===== src/rtl/slcd_pkg.sv =====
`default_nettype none
package slcd_pkg;

  localparam int MAX_FRAME = 64;
  localparam int IDX_W     = $clog2(MAX_FRAME);
  localparam int CNT_W     = IDX_W + 1;
  localparam int BYTE_W    = 8;
  localparam int ST_W      = 2;

  localparam logic [CNT_W-1:0]  MAX_CNT = CNT_W'(MAX_FRAME);
  localparam logic [BYTE_W-1:0] MAX_LEN = BYTE_W'(MAX_FRAME);

  localparam logic [ST_W-1:0] ST_OK      = 2'd0;
  localparam logic [ST_W-1:0] ST_BAD_SUM = 2'd1;
  localparam logic [ST_W-1:0] ST_BAD_LEN = 2'd2;

  localparam logic CFG_SYNC_FIRST  = 1'b0;
  localparam logic CFG_SYNC_SECOND = 1'b1;

  localparam logic [BYTE_W-1:0] SYNC_FIRST_RST  = 8'h55;
  localparam logic [BYTE_W-1:0] SYNC_SECOND_RST = 8'h77;

  // frame store write request
  typedef struct packed {
    logic              en;
    logic [IDX_W-1:0]  addr;
    logic [BYTE_W-1:0] data;
  } wr_t;

  // end-of-frame event from the parser
  typedef struct packed {
    logic              replay;
    logic              error;
    logic [ST_W-1:0]   status;
    logic [BYTE_W-1:0] len;
    logic [CNT_W-1:0]  cnt;
  } evt_t;

endpackage
`default_nettype wire


===== src/rtl/sync_length_checksum_deframer.sv =====
// an error word is shown in the cycle after the length or checksum byte is taken
// a good frame shows its command byte after the checksum byte, through one store
// read (RP_READ) and one output load (RP_LOAD), and each further byte likewise
// one received byte per cycle outside replay while output is free; none in replay
// reset: async active low, parser hunts, sync values 0x55/0x77, store not cleared
`default_nettype none
module sync_length_checksum_deframer (
  input  wire logic                        clk_i,
  input  wire logic                        rst_ni,
  input  wire logic                        cfg_we_i,
  input  wire logic                        cfg_idx_i,
  input  wire logic [slcd_pkg::BYTE_W-1:0] cfg_wdata_i,
  input  wire logic                        rx_valid_i,
  output logic                             rx_ready_o,
  input  wire logic [slcd_pkg::BYTE_W-1:0] rx_byte_i,
  output logic                             out_valid_o,
  input  wire logic                        out_ready_i,
  output logic [slcd_pkg::ST_W-1:0]        status_o,
  output logic [slcd_pkg::BYTE_W-1:0]      data_byte_o,
  output logic [slcd_pkg::IDX_W-1:0]       byte_index_o,
  output logic [slcd_pkg::BYTE_W-1:0]      frame_length_o,
  output logic                             last_o
);
  import slcd_pkg::*;

  wr_t  wr;
  evt_t evt;
  logic rp_idle;
  logic fire;

  assign rx_ready_o = rp_idle && (!out_valid_o || out_ready_i);
  assign fire       = rx_valid_i && rx_ready_o;

  slcd_parser u_parser (
    .clk_i       (clk_i),
    .rst_ni      (rst_ni),
    .cfg_we_i    (cfg_we_i),
    .cfg_idx_i   (cfg_idx_i),
    .cfg_wdata_i (cfg_wdata_i),
    .fire_i      (fire),
    .rx_byte_i   (rx_byte_i),
    .wr_o        (wr),
    .evt_o       (evt)
  );

  slcd_replay u_replay (
    .clk_i          (clk_i),
    .rst_ni         (rst_ni),
    .wr_i           (wr),
    .evt_i          (evt),
    .idle_o         (rp_idle),
    .out_valid_o    (out_valid_o),
    .out_ready_i    (out_ready_i),
    .status_o       (status_o),
    .data_byte_o    (data_byte_o),
    .byte_index_o   (byte_index_o),
    .frame_length_o (frame_length_o),
    .last_o         (last_o)
  );

endmodule
`default_nettype wire


===== src/rtl/slcd_parser.sv =====
`default_nettype none
module slcd_parser (
  input  wire logic                       clk_i,
  input  wire logic                       rst_ni,
  input  wire logic                       cfg_we_i,
  input  wire logic                       cfg_idx_i,
  input  wire logic [slcd_pkg::BYTE_W-1:0] cfg_wdata_i,
  input  wire logic                       fire_i,
  input  wire logic [slcd_pkg::BYTE_W-1:0] rx_byte_i,
  output slcd_pkg::wr_t                   wr_o,
  output slcd_pkg::evt_t                  evt_o
);
  import slcd_pkg::*;

  typedef enum logic [2:0] {
    PH_SYNC1 = 3'd0,
    PH_SYNC2 = 3'd1,
    PH_LEN   = 3'd2,
    PH_CMD   = 3'd3,
    PH_DATA  = 3'd4,
    PH_CSUM  = 3'd5
  } ph_e;

  ph_e               phase_q, phase_d;
  logic [BYTE_W-1:0] exp_len_q, exp_len_d;
  logic [CNT_W-1:0]  cnt_q, cnt_d, cnt_inc;
  logic [BYTE_W-1:0] sum_q, sum_d;
  logic [BYTE_W-1:0] sync_first_q, sync_second_q;

  always_comb begin
    phase_d   = phase_q;
    exp_len_d = exp_len_q;
    cnt_d     = cnt_q;
    sum_d     = sum_q;
    cnt_inc   = cnt_q + CNT_W'(1);
    wr_o      = '0;
    evt_o     = '0;
    evt_o.len = exp_len_q;
    evt_o.cnt = cnt_q;
    if (fire_i) begin
      case (phase_q)
        PH_SYNC1: begin
          if (rx_byte_i == sync_first_q) phase_d = PH_SYNC2;
        end
        PH_SYNC2: begin
          phase_d = (rx_byte_i == sync_second_q) ? PH_LEN : PH_SYNC1;
        end
        PH_LEN: begin
          exp_len_d = rx_byte_i;
          sum_d     = '0;
          if (rx_byte_i > MAX_LEN) begin
            evt_o.error  = 1'b1;
            evt_o.status = ST_BAD_LEN;
            evt_o.len    = rx_byte_i;
            phase_d      = PH_SYNC1;
          end else begin
            phase_d = PH_CMD;
          end
        end
        PH_CMD: begin
          wr_o.en   = 1'b1;
          wr_o.addr = '0;
          wr_o.data = rx_byte_i;
          cnt_d     = CNT_W'(1);
          sum_d     = sum_q + rx_byte_i;
          phase_d   = PH_DATA;
        end
        PH_DATA: begin
          if (cnt_q < MAX_CNT) begin
            wr_o.en   = 1'b1;
            wr_o.addr = cnt_q[IDX_W-1:0];
            wr_o.data = rx_byte_i;
            cnt_d     = cnt_inc;
          end
          sum_d = sum_q + rx_byte_i;
          // short lengths still take one payload byte
          if (BYTE_W'(cnt_d) >= exp_len_q) phase_d = PH_CSUM;
        end
        PH_CSUM: begin
          if (rx_byte_i == sum_q) begin
            evt_o.replay = 1'b1;
          end else begin
            evt_o.error  = 1'b1;
            evt_o.status = ST_BAD_SUM;
          end
          phase_d = PH_SYNC1;
        end
        default: phase_d = PH_SYNC1;
      endcase
    end
  end

  always_ff @(posedge clk_i or negedge rst_ni) begin
    if (!rst_ni) begin
      phase_q       <= PH_SYNC1;
      exp_len_q     <= '0;
      cnt_q         <= '0;
      sum_q         <= '0;
      sync_first_q  <= SYNC_FIRST_RST;
      sync_second_q <= SYNC_SECOND_RST;
    end else begin
      phase_q   <= phase_d;
      exp_len_q <= exp_len_d;
      cnt_q     <= cnt_d;
      sum_q     <= sum_d;
      if (cfg_we_i && cfg_idx_i == CFG_SYNC_FIRST)  sync_first_q  <= cfg_wdata_i;
      if (cfg_we_i && cfg_idx_i == CFG_SYNC_SECOND) sync_second_q <= cfg_wdata_i;
    end
  end

endmodule
`default_nettype wire


===== src/rtl/slcd_replay.sv =====
`default_nettype none
module slcd_replay (
  input  wire logic                        clk_i,
  input  wire logic                        rst_ni,
  input  wire slcd_pkg::wr_t               wr_i,
  input  wire slcd_pkg::evt_t              evt_i,
  output logic                             idle_o,
  output logic                             out_valid_o,
  input  wire logic                        out_ready_i,
  output logic [slcd_pkg::ST_W-1:0]        status_o,
  output logic [slcd_pkg::BYTE_W-1:0]      data_byte_o,
  output logic [slcd_pkg::IDX_W-1:0]       byte_index_o,
  output logic [slcd_pkg::BYTE_W-1:0]      frame_length_o,
  output logic                             last_o
);
  import slcd_pkg::*;

  typedef enum logic [1:0] {
    RP_IDLE = 2'd0,
    RP_READ = 2'd1,
    RP_LOAD = 2'd2
  } rp_e;

  logic [BYTE_W-1:0] store_q [MAX_FRAME];
  logic [BYTE_W-1:0] rd_data_q;

  rp_e               rp_q;
  logic [IDX_W-1:0]  k_q;
  logic [CNT_W-1:0]  cnt_q;
  logic [BYTE_W-1:0] len_q;
  logic              out_valid_q;
  logic [ST_W-1:0]   status_q;
  logic [BYTE_W-1:0] data_q;
  logic [IDX_W-1:0]  idx_q;
  logic [BYTE_W-1:0] flen_q;
  logic              last_q;

  logic rd_en;
  logic last_w;
  logic out_free;
  logic load_err;
  logic load_ok;

  assign rd_en    = (rp_q == RP_READ);
  assign last_w   = ((CNT_W'(k_q) + CNT_W'(1)) == cnt_q);
  assign out_free = !out_valid_q || out_ready_i;
  assign load_err = (rp_q == RP_IDLE) && evt_i.error;
  assign load_ok  = (rp_q == RP_LOAD) && out_free;

  // one write port from the parser, one read port for replay
  always_ff @(posedge clk_i) begin
    if (wr_i.en) store_q[wr_i.addr] <= wr_i.data;
    if (rd_en)   rd_data_q <= store_q[k_q];
  end

  always_ff @(posedge clk_i or negedge rst_ni) begin
    if (!rst_ni) begin
      rp_q        <= RP_IDLE;
      k_q         <= '0;
      cnt_q       <= '0;
      len_q       <= '0;
      out_valid_q <= 1'b0;
      status_q    <= ST_OK;
      data_q      <= '0;
      idx_q       <= '0;
      flen_q      <= '0;
      last_q      <= 1'b0;
    end else begin
      if (load_err || load_ok) begin
        out_valid_q <= 1'b1;
      end else if (out_valid_q && out_ready_i) begin
        out_valid_q <= 1'b0;
      end
      case (rp_q)
        RP_IDLE: begin
          // input is only taken when the output word can be loaded
          if (evt_i.error) begin
            status_q    <= evt_i.status;
            data_q      <= '0;
            idx_q       <= '0;
            flen_q      <= evt_i.len;
            last_q      <= 1'b1;
          end else if (evt_i.replay) begin
            rp_q  <= RP_READ;
            k_q   <= '0;
            cnt_q <= evt_i.cnt;
            len_q <= evt_i.len;
          end
        end
        RP_READ: rp_q <= RP_LOAD;
        RP_LOAD: begin
          if (out_free) begin
            status_q    <= ST_OK;
            data_q      <= rd_data_q;
            idx_q       <= k_q;
            flen_q      <= len_q;
            last_q      <= last_w;
            if (last_w) begin
              rp_q <= RP_IDLE;
            end else begin
              k_q  <= k_q + IDX_W'(1);
              rp_q <= RP_READ;
            end
          end
        end
        default: rp_q <= RP_IDLE;
      endcase
    end
  end

  assign idle_o         = (rp_q == RP_IDLE);
  assign out_valid_o    = out_valid_q;
  assign status_o       = status_q;
  assign data_byte_o    = data_q;
  assign byte_index_o   = idx_q;
  assign frame_length_o = flen_q;
  assign last_o         = last_q;

endmodule
`default_nettype wire


===== config.mk =====
export PLATFORM = sky130hd
export DESIGN_NAME = sync_length_checksum_deframer
export DESIGN_NICKNAME = d
export VERILOG_FILES = /design/src/rtl/slcd_pkg.sv /design/src/rtl/sync_length_checksum_deframer.sv /design/src/rtl/slcd_parser.sv /design/src/rtl/slcd_replay.sv
export SDC_FILE = /design/constraint.sdc
export NUM_CORES = 1
export LEC_CHECK = 0
export ABC_AREA = 1
export BUFFER_PORTS_ARGS = -buffer_cell sky130_fd_sc_hd__buf_2
export CORE_UTILIZATION = 55
export DETAILED_ROUTE_END_ITERATION = 10
export PLACE_DENSITY = 0.81
export SYNTH_ARGS = -nofsm -noshare
export SYNTH_HDL_FRONTEND = slang
export SYNTH_HIERARCHICAL = 1
export SYNTH_SLANG_ARGS = --single-unit

===== constraint.sdc =====
create_clock -name clk_i -period 9.07 [get_ports clk_i]
set_input_delay 0.4535 -clock clk_i [delete_from_list [all_inputs] [get_ports clk_i]]
set_output_delay 0.4535 -clock clk_i [all_outputs]
set_load 0.02 [all_outputs]

## Yosys cells after proc, flatten, opt, wreduce, memory -nomap -nowiden

Memory sizes are Yosys's and may differ from the RTL's. A register that Yosys moved wholly into a read port is not among the register bits.
Index checks and enable logic that the tools add are counted.

- ROM bits: 0
- Word-level logic and storage cells: 118
- Memories kept: 1
- Output and inout bits: 27
- Bits of input ports: 22
- Latch bits: 0
- Bits in registers: 91
- Memory bits (writable): 512

Memories:

| name | depth | width | rd ports | clocked after Yosys merged registers in | write ports | line | source |
|---|---|---|---|---|---|---|---|
| u_replay.store_q | 64 | 8 | 1 | 1 | 1 | slcd_replay.sv:24 | `logic [BYTE_W-1:0] store_q [MAX_FRAME];` |

- Equal/unequal tests: 18
- Reduce and logical (&&, ||, !) cells: 25
- Shift operators: 0
- Multiplexer cells: 49
- Bitwise gates (word level): 2
- $add $sub $neg: 4
- Multipliers: 0
- Div/mod/pow operators: 0
- Order comparisons: 3

Operators with widths:

| cell | number |
|---|---|
| $pmux W8 S2 | 3 |
| $mux W8 | 5 |
| $mux W6 | 6 |
| $mux W15 | 2 |
| $pmux W15 S2 | 1 |
| $eq A8 B8 Y1 | 3 |
| $pmux W6 S2 | 2 |
| $mux W7 | 3 |
| $pmux W3 S5 | 1 |
| $mux W2 | 7 |
| $pmux W7 S2 | 1 |
| $mux W12 | 1 |
| $reduce_and A3 Y1 | 4 |
| $mux W11 | 1 |
| $mux W1 | 9 |
| $mux W3 | 3 |
| $add A8 B8 Y8 | 1 |
| $ge A7 B8 Y1 | 1 |
| $gt A8 B7 Y1 const B | 1 |
| $ne A2 B1 Y1 const B | 4 |
| $reduce_bool A2 Y1 | 4 |
| $add A6 B1 Y7 const B | 1 |
| $add A7 B1 Y7 const B | 1 |
| $eq A7 B7 Y1 | 1 |
| 21 further kinds | 35 |

## Logic depth before layout (Yosys ltp)

Gate-level depths: netlist (run 1).

- Word-level depth: 8
- Mapped depth: 15
- Depth with buffers taken out: 15

## By module

The synthesis (run 1) kept the hierarchy.

Modules (own cells, without submodules):

| module | area an instance (sq um) | times used | cells each | sequential area each (sq um) |
|---|---|---|---|---|
| slcd_replay | 23,145.9 | 1 | 1,938 | 16,841.2 |
| slcd_parser | 2,864.0 | 1 | 398 | 1,063.5 |
| sync_length_checksum_deframer | 30.0 | 1 | 6 | 0.0 |

## Worst setup path after synthesis (run 1)

No wires, ideal clock.

- Kind: reg-to-reg
- Start point: register u_replay.rp_q[1]
- End point: memory u_replay.store_q[0][0] (data pin)
- Cell stages (with the launch flop): 8
- Data required time: 8,571 ps
- Clock period less this slack: 3,237 ps
- Slack: 5,833 ps
- Path buffers: 0
- Setup time: 499 ps
- Data arrival time: 2,738 ps
- Cell sequence: dfrtp_1 -> nor2_1 -> nand2_2 -> nor2_2 -> nand2_2 -> a21oi_2 -> inv_2 -> nor2_1

RTL lines:

| what | line | source |
|---|---|---|
| start: declaration | slcd_replay.sv:27 | `rp_e rp_q;` |
| start signal: assignment | slcd_replay.sv:58 | `rp_q <= RP_IDLE;` |
| start signal: assignment | slcd_replay.sv:84 | `rp_q <= RP_READ;` |
| start signal: assignment | slcd_replay.sv:90 | `RP_READ: rp_q <= RP_LOAD;` |
| end: declaration | slcd_replay.sv:24 |  |

==> flow_summary.json, run 1 <==
{
  "dr_total_vias": 18100,
  "relSlewSlack_pct": 17.3,
  "yosysTopAreaCell": "edfxtp_1",
  "critPathLaunch": "u_replay/rp_q[1]",
  "synth_fp_nets": 2382,
  "rrSetupSlack_ns": 4.80,
  "p_leak_nw": 11.0,
  "cts_root_buffer": "clkbuf_16",
  "yosysTopAreaCellShare_pct": 60.0,
  "gp_congestion": 0.899,
  "wire_per_inst_um": 21.2,
  "synth_area_leaders": "edfxtp_1 (60%), nand2_1 (10%), dfrtp_1 (7.8%)",
  "syn_area_per_cell_um2": 11.1,
  "hp-class": "in2reg",
  "syn_inst": 2342,
  "grt_pass1_vias": 17300,
  "grt_pass1_wl_mm": 97.4,
  "clkLatencyLatePin_ns": 0.63,
  "setup_viol": 0,
  "setup_slack_ns": 4.80,
  "cts_tree": "built",
  "r2r_start": "u_replay/rp_q[1]",
  "dieArea_mm2": 0.0482,
  "clock-skew-final_ns": 0.0338,
  "worstPathCellList": "nor2_1, nand2_2, nor2_2, inv_1, nor2_2, nand2_1, nor2_1, nand4_1, nor2_1",
  "crit_path_start_kind": "register",
  "hold_path_end": "u_parser/sync_second_q[5]",
  "dpl.cell_count": 2901,
  "total_power_mw": 6.79,
  "hpwl_mm": 37.6,
  "detail_route.first_pass.iterations": 10,
  "status": "finished with violations",
  "fin_crit_ns": 4.27,
  "drive_gt1_share_pct": 9.73,
  "endpoint_kind": "register",
  "setup-tns-final_ns": 0,
  "synth_ff_type": "edfxtp_1",
  "synth_edf_count": 520,
  "ir_drop_uv": 183,
  "min_from": "cfg_wdata_i[5]",
  "rr_endpoint": "u_replay/store_q[58][3]",
  "die-height_um": 220,
  "worst_path_dominant_cell_family": "simple AND/OR/NAND/NOR gates",
  "rows": 79,
  "max-cap-violations": 0,
  "diodes": 0,
  "period_share_pct": 47.0,
  "critPathMaxStageDelay_ns": 0.93,
  "grt_usage_pct": 26.8,
  "synth_warnings": 6,
  "cpMostUsedCell": "nor2_1",
  "die_w_um": 220,
  "vias_per_cell": 6.01,
  "pre_cts_ws_ns": 5.02,
  "final_common_cell": "nand2_1",
  "drt_wl_total_mm": 63.9,
  "cts_htree_levels": 2,
  "whs_path_depth": 3,
  "grt_max_degree": 146,
  "crit_buf_inv": 1,
  "io_pins": 49,
  "power_density_mw_per_mm2": 238,
  "cp.arrival_ns": 4.50,
  "ant_nets": 0,
  "area_growth_pct": 9.76,
  "fp.coreArea_mm2": 0.0467,
  "worstPathMaxFanout": 9,
  "holdWs_ns": 0.0553,
  "antenna_found_initial": 0,
  "rsz0062_at_grt": "no",
  "tightest_slew_ns": 1.24,
  "most-common-layout-cells": "nand2_1 (696), edfxtp_1 (520), nand3_1 (200)",
  "finalMaxSlewViolations": 0,
  "nets": 2397,
  "crit_slowest_cell": "nor2_1",
  "fmax_mhz": 234,
  "r2r.worst_path.cells": 9,
  "violations": "design-rule violations",
  "port_buffers": 48,
  "clock_sinks": 611,
  "post-cts-setup-buffers": 0,
  "hold_viol": 0,
  "clk_pin_slew_ns": 0.06,
  "synth_area_mm2": 0.0260,
  "ys_seq_area_share_pct": 68.8,
  "critPathKind": "reg2reg",
  "gr-total-overflow": 0,
  "numCtsBuffers": 60,
  "synth-seq-cells": 611,
  "drtIter0Drc": 2478,
  "cp_data_required_time_ns": 9.31,
  "synth_cell_types": 47,
  "cts_buffer_depth": 3,
  "drc_errors": 8,
  "async_flop_share_pct": 14.9,
  "stdcell_count": 3013,
  "start_util_pct": 55.8
}
[routing by layer]
| metal | vias to the layer above | GRT usage [%] | routed length [um] |
|---|---|---|---|
| li1 | 8179 | - | - |
| met4 | 0 | 13.5 | 3000 |
| met3 | 205 | 4.90 | 6850 |
| met2 | 1090 | 43.0 | 30000 |
| met5 | - | 0 | 0 |
| met1 | 8646 | 35.3 | 24000 |
[flip-flops by register name (all words and copies together) (netlist names)]
register / cells
u_parser/cnt_q: 7
u_parser/exp_len_q: 8
u_parser/phase_q: 3
u_parser/sum_q: 8
u_parser/sync_first_q: 8
u_parser/sync_second_q: 8
u_replay/byte_index_o: 6
u_replay/cnt_q: 7
u_replay/data_byte_o: 8
u_replay/frame_length_o: 8
u_replay/k_q: 6
u_replay/last_o: 1
u_replay/len_q: 8
u_replay/out_valid_o: 1
u_replay/rd_data_q: 8
u_replay/rp_q: 2
u_replay/status_o: 2
u_replay/store_q: 512
[worst max path at each step]
stage,end,slack (ns),cells past startpoint
global route,u_replay/store_q[59][6],4.62,9
floorplan,u_replay/store_q[0][0],5.83,7
finish,u_replay/store_q[58][3],4.80,9
detailed placement,u_replay/store_q[3][0],5.02,9
CTS,u_replay/store_q[58][3],5.00,9
global placement,u_replay/store_q[27][2],5.17,9
[where the power goes]
group	internal, mW	total [mW]	switching (mW)	leakage, nW
registers	3.09	3.17	0.0784	6.26
logic	0.365	1.27	0.904	3.81
clock network	1.31	2.35	1.05	0.911
[stage by stage]
| step | util [%] | instance area [um^2] |
|---|---|---|
| final | 61.3 | 28600 |
| after floorplan | - | 26000 |
| after detailed placement | 57.2 | 26700 |
| after global placement | 57.2 | 26700 |
| after global routing | 61.3 | 28600 |
| after CTS | 61.3 | 28600 |
[what timing repair did]
item,4_1_cts,5_1_grt
hold buffers,1,0
hold endpoints to repair,15,0
resized for setup,0,0
[final cells by class]
| class | instances | area, um^2 |
|---|---|---|
| repair buffers | 75 | 448 |
| multi-input cells | 1504 | 7190 |
| clock buffers | 71 | 1540 |
| clock inverters | 40 | 332 |
| flip-flops and latches | 611 | 17900 |
| well taps | 607 | 759 |
| inverters | 105 | 400 |
| fillers | 3474 | 18100 |
[cells in the mapped netlist (2+ instances only)]
cell type and number:
buf_1 11, nand2_2 9, a31oi_1 9, dfstp_2 10, o21ai_0 89, o21ai_1 5
o22ai_1 26, buf_6 2, clkbuf_2 3, nand2_1 696, a21oi_1 102, a21boi_0 41
edfxtp_1 520, inv_2 10, o31ai_1 6, clkbuf_1 32, nand3_2 2, dfrtp_1 81
nor2_2 4, nor4_1 9, xnor2_1 7, or2_2 2, nand4_1 15, buf_2 59
o21bai_1 2, nor2_1 163, nor3_1 20, ha_1 17, o21ai_2 8, nand3b_1 4
mux2_2 11, nand3_1 200, a21oi_2 2, buf_4 15, inv_1 93, a32o_1 2
o211ai_1 40, xor2_1 6
[worst reg2reg max path, cell delays in order (launching register included)]
cell     delay, ns
dfrtp_1       0.41
nor2_1        0.29
nand2_2       0.13
nor2_2        0.21
inv_1         0.11
nor2_2        0.25
nand2_1       0.17
nor2_1        0.46
nand4_1       0.92
nor2_1        0.94
[kinds of logic (layout without fill, tap and decap cells)]
| logic type | Yosys count | after routing | synth area share [%] |
|---|---|---|---|
| simple gates | 1128 | 1128 | 17.9 |
| flops | 611 | 611 | 68.8 |
| compound gates | 334 | 334 | 7.65 |
| buf+inv | 227 | 291 | 3.86 |
| fa+ha+maj | 18 | 18 | 0.894 |
| xor+xnor | 13 | 13 | 0.437 |
| mux | 11 | 11 | 0.476 |
Power figures use the tool's default switching activity.
==> run 2: changes to the inputs <==
Clock period 9.07 ns to 4.2 ns, I/O delays scaled along.
==> flow_summary.json, run 2 (synthesized netlist as in run 1, its figures left out) <==
{
  "dr_total_vias": 18400,
  "io_pins": 49,
  "p_leak_nw": 11.3,
  "grt_max_degree": 261,
  "worstPathMaxFanout": 9,
  "drc_errors": 8,
  "ant_nets": 0,
  "drt_wl_total_mm": 64.7,
  "period_share_pct": 101,
  "relSlewSlack_pct": 12.7,
  "nets": 2447,
  "rows": 79,
  "drtIter0Drc": 2512,
  "r2r_start": "u_replay/rp_q[1]",
  "cts_buffer_depth": 3,
  "stdcell_count": 3060,
  "clock-skew-final_ns": 0.0216,
  "nFillCells": 3421,
  "r2r.worst_path.cells": 9,
  "clk_pin_slew_ns": 0.06,
  "final_area_mm2": 0.0291,
  "postPlaceCellArea_mm2": 0.0271,
  "pre_cts_ws_ns": 0.260,
  "regMostFlops": "u_replay/store_q",
  "crit_path_start_kind": "register",
  "status": "finished with violations",
  "final_common_cell": "nand2_1",
  "hpwl_mm": 38.7,
  "port_buffers": 48,
  "gr-total-overflow": 0,
  "setup_viol": 9,
  "largest_reg_flops": 512,
  "cp.arrival_ns": 4.49,
  "power_density_mw_per_mm2": 509,
  "max-cap-violations": 0,
  "most-common-layout-cells": "nand2_1 (696), edfxtp_1 (520), nand3_1 (200)",
  "setup-tns-final_ns": -0.259,
  "endpoint_kind": "register",
  "rrSetupSlack_ns": -0.04,
  "fmax_mhz": 236,
  "multiInputGateArea_mm2": 0.00720,
  "clkLatencyLatePin_ns": 0.65,
  "seq_area_mm2": 0.0179,
  "cts_tree": "built",
  "fp.coreArea_mm2": 0.0467,
  "area_growth_pct": 11.8,
  "die_w_um": 220,
  "grt_pass1_vias": 17900,
  "numCtsBuffers": 59,
  "crit_path_end": "u_replay/store_q[47][3]",
  "violations": "design-rule violations, negative setup slack",
  "vias_per_cell": 6.02,
  "gp_congestion": 0.923,
  "cp_data_required_time_ns": 4.46,
  "cts_root_buffer": "clkbuf_16",
  "start_util_pct": 55.8,
  "grt_pass1_wl_mm": 98.1,
  "die-height_um": 220,
  "detail_route.first_pass.iterations": 9,
  "finalMaxSlewViolations": 0,
  "tightest_slew_ns": 1.31,
  "cts_htree_levels": 2,
  "ir_drop_uv": 582,
  "clock_sinks": 611,
  "rsz0062_at_grt": "yes",
  "total_power_mw": 14.8,
  "fin_crit_ns": 4.24,
  "critPathKind": "reg2reg",
  "rr_endpoint": "u_replay/store_q[47][3]",
  "hold_viol": 0,
  "critPathLaunch": "u_replay/rp_q[1]",
  "grt_usage_pct": 27.0,
  "setup_slack_ns": -0.0367,
  "dpl.cell_count": 2943,
  "antenna_found_initial": 0,
  "drive_gt1_share_pct": 11.5,
  "hp-class": "in2reg",
  "dieArea_mm2": 0.0482,
  "wire_per_inst_um": 21.1,
  "diodes": 0
}
==> run 2: changes by cell type in the layout (fill, tap and decap cells not counted), sizes merged <==
cell / before / now
buf: 74 / 116
dlygate4sd3: 1 / 10
clkbuf: 71 / 66
bufinv: 3 / 5
clkinv: 32 / 30
inv: 106 / 107
==> run 2: worst min-delay path by stage <==
| stage | from | to | depth (start not counted) | slack (ns) |
|---|---|---|---|---|
| after floorplan | rst_ni | u_parser/cnt_q[0] | 0 | -0.09 |
| after global placement | rst_ni | u_parser/sum_q[3] | 1 | 0.38 |
| after detailed placement | rst_ni | u_parser/sum_q[3] | 1 | 0.40 |
| after CTS | rx_byte_i[0] | u_parser/exp_len_q[0] | 3 | 0.07 |
| after global routing | rx_byte_i[1] | u_parser/sum_q[1] | 3 | 0.11 |
| final | rx_byte_i[0] | u_parser/exp_len_q[0] | 3 | 0.08 |
==> run 2: layer usage <==
metal	vias up	wire, um	track usage, %
li1	8266	-	-
met1	8791	24300	35.5
met2	1141	31000	43.7
met3	219	6550	4.13
met4	0	2880	13.9
met5	-	0	0
==> run 2: report_power, final <==
part | internal (mW) | leakage (nW) | total [mW] | switching [mW]
clock | 2.89 | 0.914 | 5.17 | 2.28
sequential | 6.68 | 6.26 | 6.79 | 0.111
combinational | 0.846 | 4.10 | 2.88 | 2.04
total | 10.4 | 11.3 | 14.8 | 4.43
==> run 2: final cells by class <==
cell class | count | area share, %
tap | 607 | 2.61
clock inverter | 41 | 1.29
timing repair buffer | 126 | 3.32
clock buffer | 66 | 5.16
sequential | 611 | 61.5
inverter | 105 | 1.38
multi-input combinational | 1504 | 24.7
==> run 2: critical path, stage by stage (launching register included) <==
cell	delay (ns)
dfrtp_1	0.41
nor2_1	0.30
nand2_2	0.11
nor2_2	0.22
inv_1	0.12
nor2_2	0.26
nand2_1	0.20
nor2_1	0.50
nand4_1	0.85
nor2_1	0.88
==> run 2: through the flow <==
| stage | utilization, % | hold slack [ns] |
|---|---|---|
| after floorplan | - | -0.0856 |
| after global placement | 58.1 | 0.381 |
| after detailed placement | 58.1 | 0.398 |
| after CTS | 62.4 | 0.0678 |
| after global routing | 62.4 | 0.109 |
| final | 62.4 | 0.0835 |
==> run 2: repair_timing <==
action	4_1_cts	5_1_grt
setup endpoints to repair	0	64
hold buffers	10	0
buffers inserted	0	0
endpoints found under the hold margin	84	0
resized for setup	0	5
